===== src/rtl/slir_pkg.sv =====
// ----------------------------------------------------------------------------
// slir_pkg: shared definitions for the sorted insertion list
// Capacity, widths, request and status codes, and the cell control struct.
// ----------------------------------------------------------------------------
package slir_pkg;

	localparam int CAPACITY = 16;
	localparam int VALUE_W  = 32;
	localparam int OCC_W    = $clog2(CAPACITY + 1);
	localparam int COUNT_W  = 5;
	localparam int STATUS_W = 2;

	localparam logic REQ_INSERT = 1'b0;
	localparam logic REQ_REMOVE = 1'b1;

	localparam logic [STATUS_W-1:0] ST_INSERTED  = 2'd0;
	localparam logic [STATUS_W-1:0] ST_REMOVED   = 2'd1;
	localparam logic [STATUS_W-1:0] ST_NOT_FOUND = 2'd2;
	localparam logic [STATUS_W-1:0] ST_FULL      = 2'd3;

	typedef logic signed [VALUE_W-1:0] value_t;

	typedef struct packed {
		logic ins;  // shift right from the insert point and drop the value in
		logic rem;  // shift left over the matching entry
	} slir_ctrl_t;

endpackage


===== src/rtl/slir_cell.sv =====
// ----------------------------------------------------------------------------
// slir_cell: one slot of the sorted array
// Holds one entry, compares it with the request value and takes its new
// content from itself, the request or a neighbor.
// ----------------------------------------------------------------------------
module slir_cell (
	input  logic                clk,
	input  slir_pkg::slir_ctrl_t ctrl,
	input  slir_pkg::value_t    value,
	input  logic                valid,
	input  logic                left_lt,
	input  slir_pkg::value_t    left_entry,
	input  slir_pkg::value_t    right_entry,
	output logic                lt,
	output logic                hit,
	output slir_pkg::value_t    entry
);
	import slir_pkg::*;

	value_t entry_q;

	assign entry = entry_q;
	// empty slots act as larger than anything
	assign lt    = valid && (entry_q < value);
	// first slot not below the value, and equal to it
	assign hit   = valid && !lt && left_lt && (entry_q == value);

	always_ff @(posedge clk) begin
		if (ctrl.ins && !lt) begin
			entry_q <= left_lt ? value : left_entry;
		end else if (ctrl.rem && !lt) begin
			entry_q <= right_entry;
		end
	end

endmodule


===== src/rtl/sorted_list_insert_remove_top.sv =====
// ----------------------------------------------------------------------------
// sorted_list_insert_remove_top: bounded sorted list of signed values
// Row of compare-and-shift cells with a registered result.
// ----------------------------------------------------------------------------
// Keeps up to CAPACITY signed values in ascending order in a row of cells.
// Every cell compares its entry with the request value in the same cycle and
// takes its neighbor's entry, and a new request can be taken every cycle
// while the result register is free or being drained. One result per request:
// status, count after the request and the smallest entry (zero and
// smallest_valid low when empty). Inserts into a full list and removes of
// an absent value leave the list unchanged.
// ----------------------------------------------------------------------------
module sorted_list_insert_remove_top (
	input  logic                            clk,
	input  logic                            arst_n,
	input  logic                            in_valid,
	output logic                            in_ready,
	input  logic                            req_type,
	input  slir_pkg::value_t                value,
	output logic                            out_valid,
	input  logic                            out_ready,
	output logic [slir_pkg::STATUS_W-1:0]   status,
	output logic [slir_pkg::COUNT_W-1:0]    entry_count,
	output slir_pkg::value_t                smallest,
	output logic                            smallest_valid
);
	import slir_pkg::*;

	logic [OCC_W-1:0]    occ_q;
	logic                out_valid_q;
	logic [STATUS_W-1:0] status_q;
	logic [31:0]         occ_ext;

	value_t               entry_w [CAPACITY];
	logic [CAPACITY-1:0]  lt_w;
	logic [CAPACITY-1:0]  hit_w;

	logic       accept;
	logic       full;
	logic       found;
	slir_ctrl_t ctrl;

	assign in_ready = !out_valid_q || out_ready;
	assign accept   = in_valid && in_ready;
	assign full     = (occ_q == OCC_W'(CAPACITY));
	assign found    = |hit_w;

	assign ctrl.ins = accept && (req_type == REQ_INSERT) && !full;
	assign ctrl.rem = accept && (req_type == REQ_REMOVE) && found;

	for (genvar i = 0; i < CAPACITY; i++) begin : g_cell
		logic   left_lt;
		value_t left_entry;
		value_t right_entry;

		if (i == 0) begin : g_first
			assign left_lt    = 1'b1;
			assign left_entry = value;
		end else begin : g_mid
			assign left_lt    = lt_w[i-1];
			assign left_entry = entry_w[i-1];
		end

		if (i == CAPACITY - 1) begin : g_last
			assign right_entry = entry_w[i];
		end else begin : g_inner
			assign right_entry = entry_w[i+1];
		end

		slir_cell u_cell (
			.clk         (clk),
			.ctrl        (ctrl),
			.value       (value),
			.valid       (OCC_W'(i) < occ_q),
			.left_lt     (left_lt),
			.left_entry  (left_entry),
			.right_entry (right_entry),
			.lt          (lt_w[i]),
			.hit         (hit_w[i]),
			.entry       (entry_w[i])
		);
	end

	always_ff @(posedge clk or negedge arst_n) begin
		if (!arst_n) begin
			occ_q       <= '0;
			out_valid_q <= 1'b0;
		end else begin
			if (ctrl.ins) begin
				occ_q <= occ_q + OCC_W'(1);
			end else if (ctrl.rem) begin
				occ_q <= occ_q - OCC_W'(1);
			end
			if (accept) begin
				out_valid_q <= 1'b1;
			end else if (out_ready) begin
				out_valid_q <= 1'b0;
			end
		end
	end

	always_ff @(posedge clk) begin
		if (accept) begin
			if (req_type == REQ_INSERT) begin
				status_q <= full ? ST_FULL : ST_INSERTED;
			end else begin
				status_q <= found ? ST_REMOVED : ST_NOT_FOUND;
			end
		end
	end

	// the list only changes on an accepted request, taken only when no result is held or the held one is retired
	assign occ_ext        = 32'(occ_q);
	assign out_valid      = out_valid_q;
	assign status         = status_q;
	assign entry_count    = occ_ext[COUNT_W-1:0];
	assign smallest_valid = (occ_q != '0);
	assign smallest       = smallest_valid ? entry_w[0] : '0;

endmodule

===== config.mk =====
export PLATFORM = sky130hd
export DESIGN_NAME = sorted_list_insert_remove_top
export DESIGN_NICKNAME = d
export VERILOG_FILES = /design/src/rtl/slir_pkg.sv /design/src/rtl/slir_cell.sv /design/src/rtl/sorted_list_insert_remove_top.sv
export SDC_FILE = /design/constraint.sdc
export NUM_CORES = 2
export LEC_CHECK = 0
export BUFFER_PORTS_ARGS = -buffer_cell sky130_fd_sc_hd__buf_2
export CAP_MARGIN = 10
export CORE_ASPECT_RATIO = 0.5
export CORE_MARGIN = 8
export CORE_UTILIZATION = 60
export CTS_CLUSTER_SIZE = 12
export DETAILED_ROUTE_END_ITERATION = 10
export GPL_ROUTABILITY_DRIVEN = 0
export HOLD_SLACK_MARGIN = 0.05
export MAX_ROUTING_LAYER = met4
export PLACE_DENSITY = 0.77
export REMOVE_ABC_BUFFERS = 1
export SYNTH_ARGS = -nofsm -noshare
export SYNTH_HDL_FRONTEND = slang
export SYNTH_SLANG_ARGS = --single-unit

===== constraint.sdc =====
create_clock -name clk -period 8.12 [get_ports clk]
set_clock_uncertainty 0.15 [all_clocks]
set_input_delay 0.406 -clock clk [delete_from_list [all_inputs] [get_ports clk]]
set_output_delay 0.406 -clock clk [all_outputs]
set_load 0.03 [all_outputs]

==> impl_metrics.toml <==
[logic_synthesis]
synth_top_family_by_area = "adder cells"
synth_cell_types = 69
synth_edf_count = 514
ys_seq_area_share_pct = 41.5
synth.area.top_cells = "edfxtp_1 41%, ha_1 17%, mux2i_1 7.8%, a21oi_1 7.5%, nor2_1 4.4%"
yosysTopAreaCellShare_pct = 41.1
synth_area_leader_cell = "edfxtp_1"
synthCells = 3854
synth-compound-area-share_pct = 15.9
async_flop_share_pct = 1.15
synth_warnings = 0
ys_ff_latch = 520
yosys_most_used_dff = "edfxtp_1"
synth_area_um2 = 37500
syn-mean-instance-area_um2 = 9.74
synthSimpleGateAreaFrac_pct = 13.5
yosys.area_share.adder_pct = 17.2
synth_mux_area_share_pct = 8.83
synth-xor-area-share_pct = 0.210

[timing]
setup_viol = 0
setup_tns_ns = 0
fin_ws_ns = 2.38
fmax_ghz = 0.174
rsz0062_at_grt = "no"
worstMarginPinSlew_ns = 1.21
fin_crit_ns = 5.74
drv_slew = 0
hold_violations = 0
finalCritPeriodShare_pct = 70.6
holdWs_ns = 0.183
slew_headroom_pct = 18.8

[global_route]
grt_pass1_vias = 30366
track_usage_pct = 30.7
grt_pass1_wl_um = 170000
antenna_found_initial = 0
overflow = 0
grt_max_degree = 65

[layout]
area_growth_pct = 7.36
final_cell_mix = "562 x a21oi_1, 515 x ha_1, 514 x edfxtp_1"
multi_input_area_um2 = 21200
fin_nets = 4388
layout_commonest_cell = "a21oi_1"
design_area_um2 = 40300
seqCellArea_um2 = 15600
antenna_cells = 0
drive_above_1_share_pct = 6.99
fillers = 4824

[routing]
post-route-drc-count = 0
vias = 31605
ant_nets = 0
vias_per_cell = 6.74
wirelength_um = 109000
dr.first_iter.drc_count = 4056
wl_per_cell_um = 23.4
firstDrtPassIters = 5

[flow_run]
cap_violations = 0

[cts]
cts_made_buffers = 52
worst_skew_pair.late_latency_ns = 0.61
clk_pin_slew_ns = 0.07
htreeDepth = 2
cts-root-buf = "clkbuf_16"
cts_tree = "built"
clkSinkCount = 520
cts_buffer_depth = 3
post_cts.repair.setup_buffers = 0

[hold_path]
min_path_type = "in2reg"

[floorplanning]
rows = 64
die_y_um = 193
die_w_um = 370
die_area_um2 = 71300
floorplan.io_pins = 79
coreArea_um2 = 61500
start_util_pct = 61.1

[pwr]
p_leak_nw = 16.5
p_total_mw = 9.25
p_per_area_nw_per_um2 = 230
max-vdd-ir-drop_uv = 182

[worst_setup_path]
cp.required_ns = 8.19
worstPathMaxFanout = 32
endpoint_kind = "flop"
cp.arrival_ns = 5.80
startpoint_type = "input pin"
critPathKind = "in2reg"

[placement]
io_buffers = 78
place_hpwl_um = 81000
placed_area_um2 = 38800
dp_slack_ns = 1.45

[outcome]
outcome = "complete, no violations"
worst paths after layout:
path                                              end  cells after the start                       start  slack (ns)
max                         g_cell[9].u_cell.entry[4]                     14                   value[11]        2.38
min                        g_cell[15].u_cell.entry[7]                      2                    value[7]        0.18
max reg2reg                 g_cell[9].u_cell.entry[4]                     12  g_cell[2].u_cell.entry[11]        2.64
min reg2reg                g_cell[14].u_cell.entry[6]                      2  g_cell[15].u_cell.entry[6]        0.41
max in group asynchronous              entry_count[4]                      3                      arst_n        6.95
min in group asynchronous              entry_count[1]                      3                      arst_n        0.62
critical path, stage by stage:
cell and delay (ns):
buf_2 0.26, inv_1 0.47, ha_1 0.52, nand4_1 0.14
nor4_1 0.83, a21boi_1 0.32, o31ai_1 0.12, and3_1 0.25
a2111oi_0 0.74, a2111oi_2 0.10, nand3_2 0.16, o221ai_4 0.28
buf_4 0.34, nor2b_4 0.84
sequential cells by signal (all words and copies together), names as in the netlist:
signal,count
g_cell.u_cell.entry,512
out_valid,1
status,2
entry_count,5
synthesized netlist by cell type (all sizes together), types with 50 or more instances:
cell    count
nand4      82
mux2i     294
nand3      50
nor2      437
clkbuf    161
a21o       55
o21ai     331
ha        515
nand2     390
inv        66
a21oi     564
edfxtp    514
what timing repair did:
action                                 in CTS  in global routing
endpoints found under the hold margin       7                  0
hold buffers                                4                  0
resized for setup                           0                  0
setup endpoints to repair                   0                  0
routing by layer:
layer / part of all wire, % / wire [µm] / track usage [%] / up-vias
li1: - / - / - / 14392
met1: 43 / 47000 / 43.5 / 15104
met2: 43 / 47000 / 45.3 / 1860
met3: 12 / 12600 / 5.89 / 249
met4: 2.6 / 2860 / 7.80 / 0
met5: 0 / 0 / - / -
through the flow:
| step | instances | utilization (%) |
|---|---|---|
| after detailed placement | 4599 | 63.1 |
| after CTS | 4684 | 65.5 |
| after global placement | 4599 | 63.1 |
| final | 4688 | 65.5 |
| after global routing | 4688 | 65.5 |
| after floorplan | 3649 | - |
layout make-up:
| type | instances | share of cell area, % |
|---|---|---|
| Multi-Input combinational cell | 3063 | 52.5 |
| Sequential cell | 520 | 38.7 |
| Clock buffer | 68 | 3.43 |
| Tap cell | 825 | 2.56 |
| Timing Repair Buffer | 133 | 2.09 |
| Inverter | 66 | 0.615 |
| Clock inverter | 13 | 0.130 |
where the power goes:
| group | internal, mW | switching, mW | leakage (nW) | total [mW] |
|---|---|---|---|---|
| registers | 3.37 | 0.272 | 4.79 | 3.64 |
| logic | 1.21 | 2.14 | 11.0 | 3.36 |
| clock network | 1.18 | 1.07 | 0.698 | 2.25 |
logic make-up (layout without fill, tap and decap cells):
| family | count (synthesis) | count (layout) |
|---|---|---|
| adders and majority gates | 515 | 515 |
| DFF | 520 | 520 |
| and+or+nand+nor | 1137 | 1137 |
| muxes | 327 | 327 |
| buffers and inverters | 271 | 280 |
| xor gates and xnor gates | 9 | 9 |
| AOI/OAI and AO/OA | 1075 | 1075 |
Note: power is estimated with default switching activity, not from simulation.
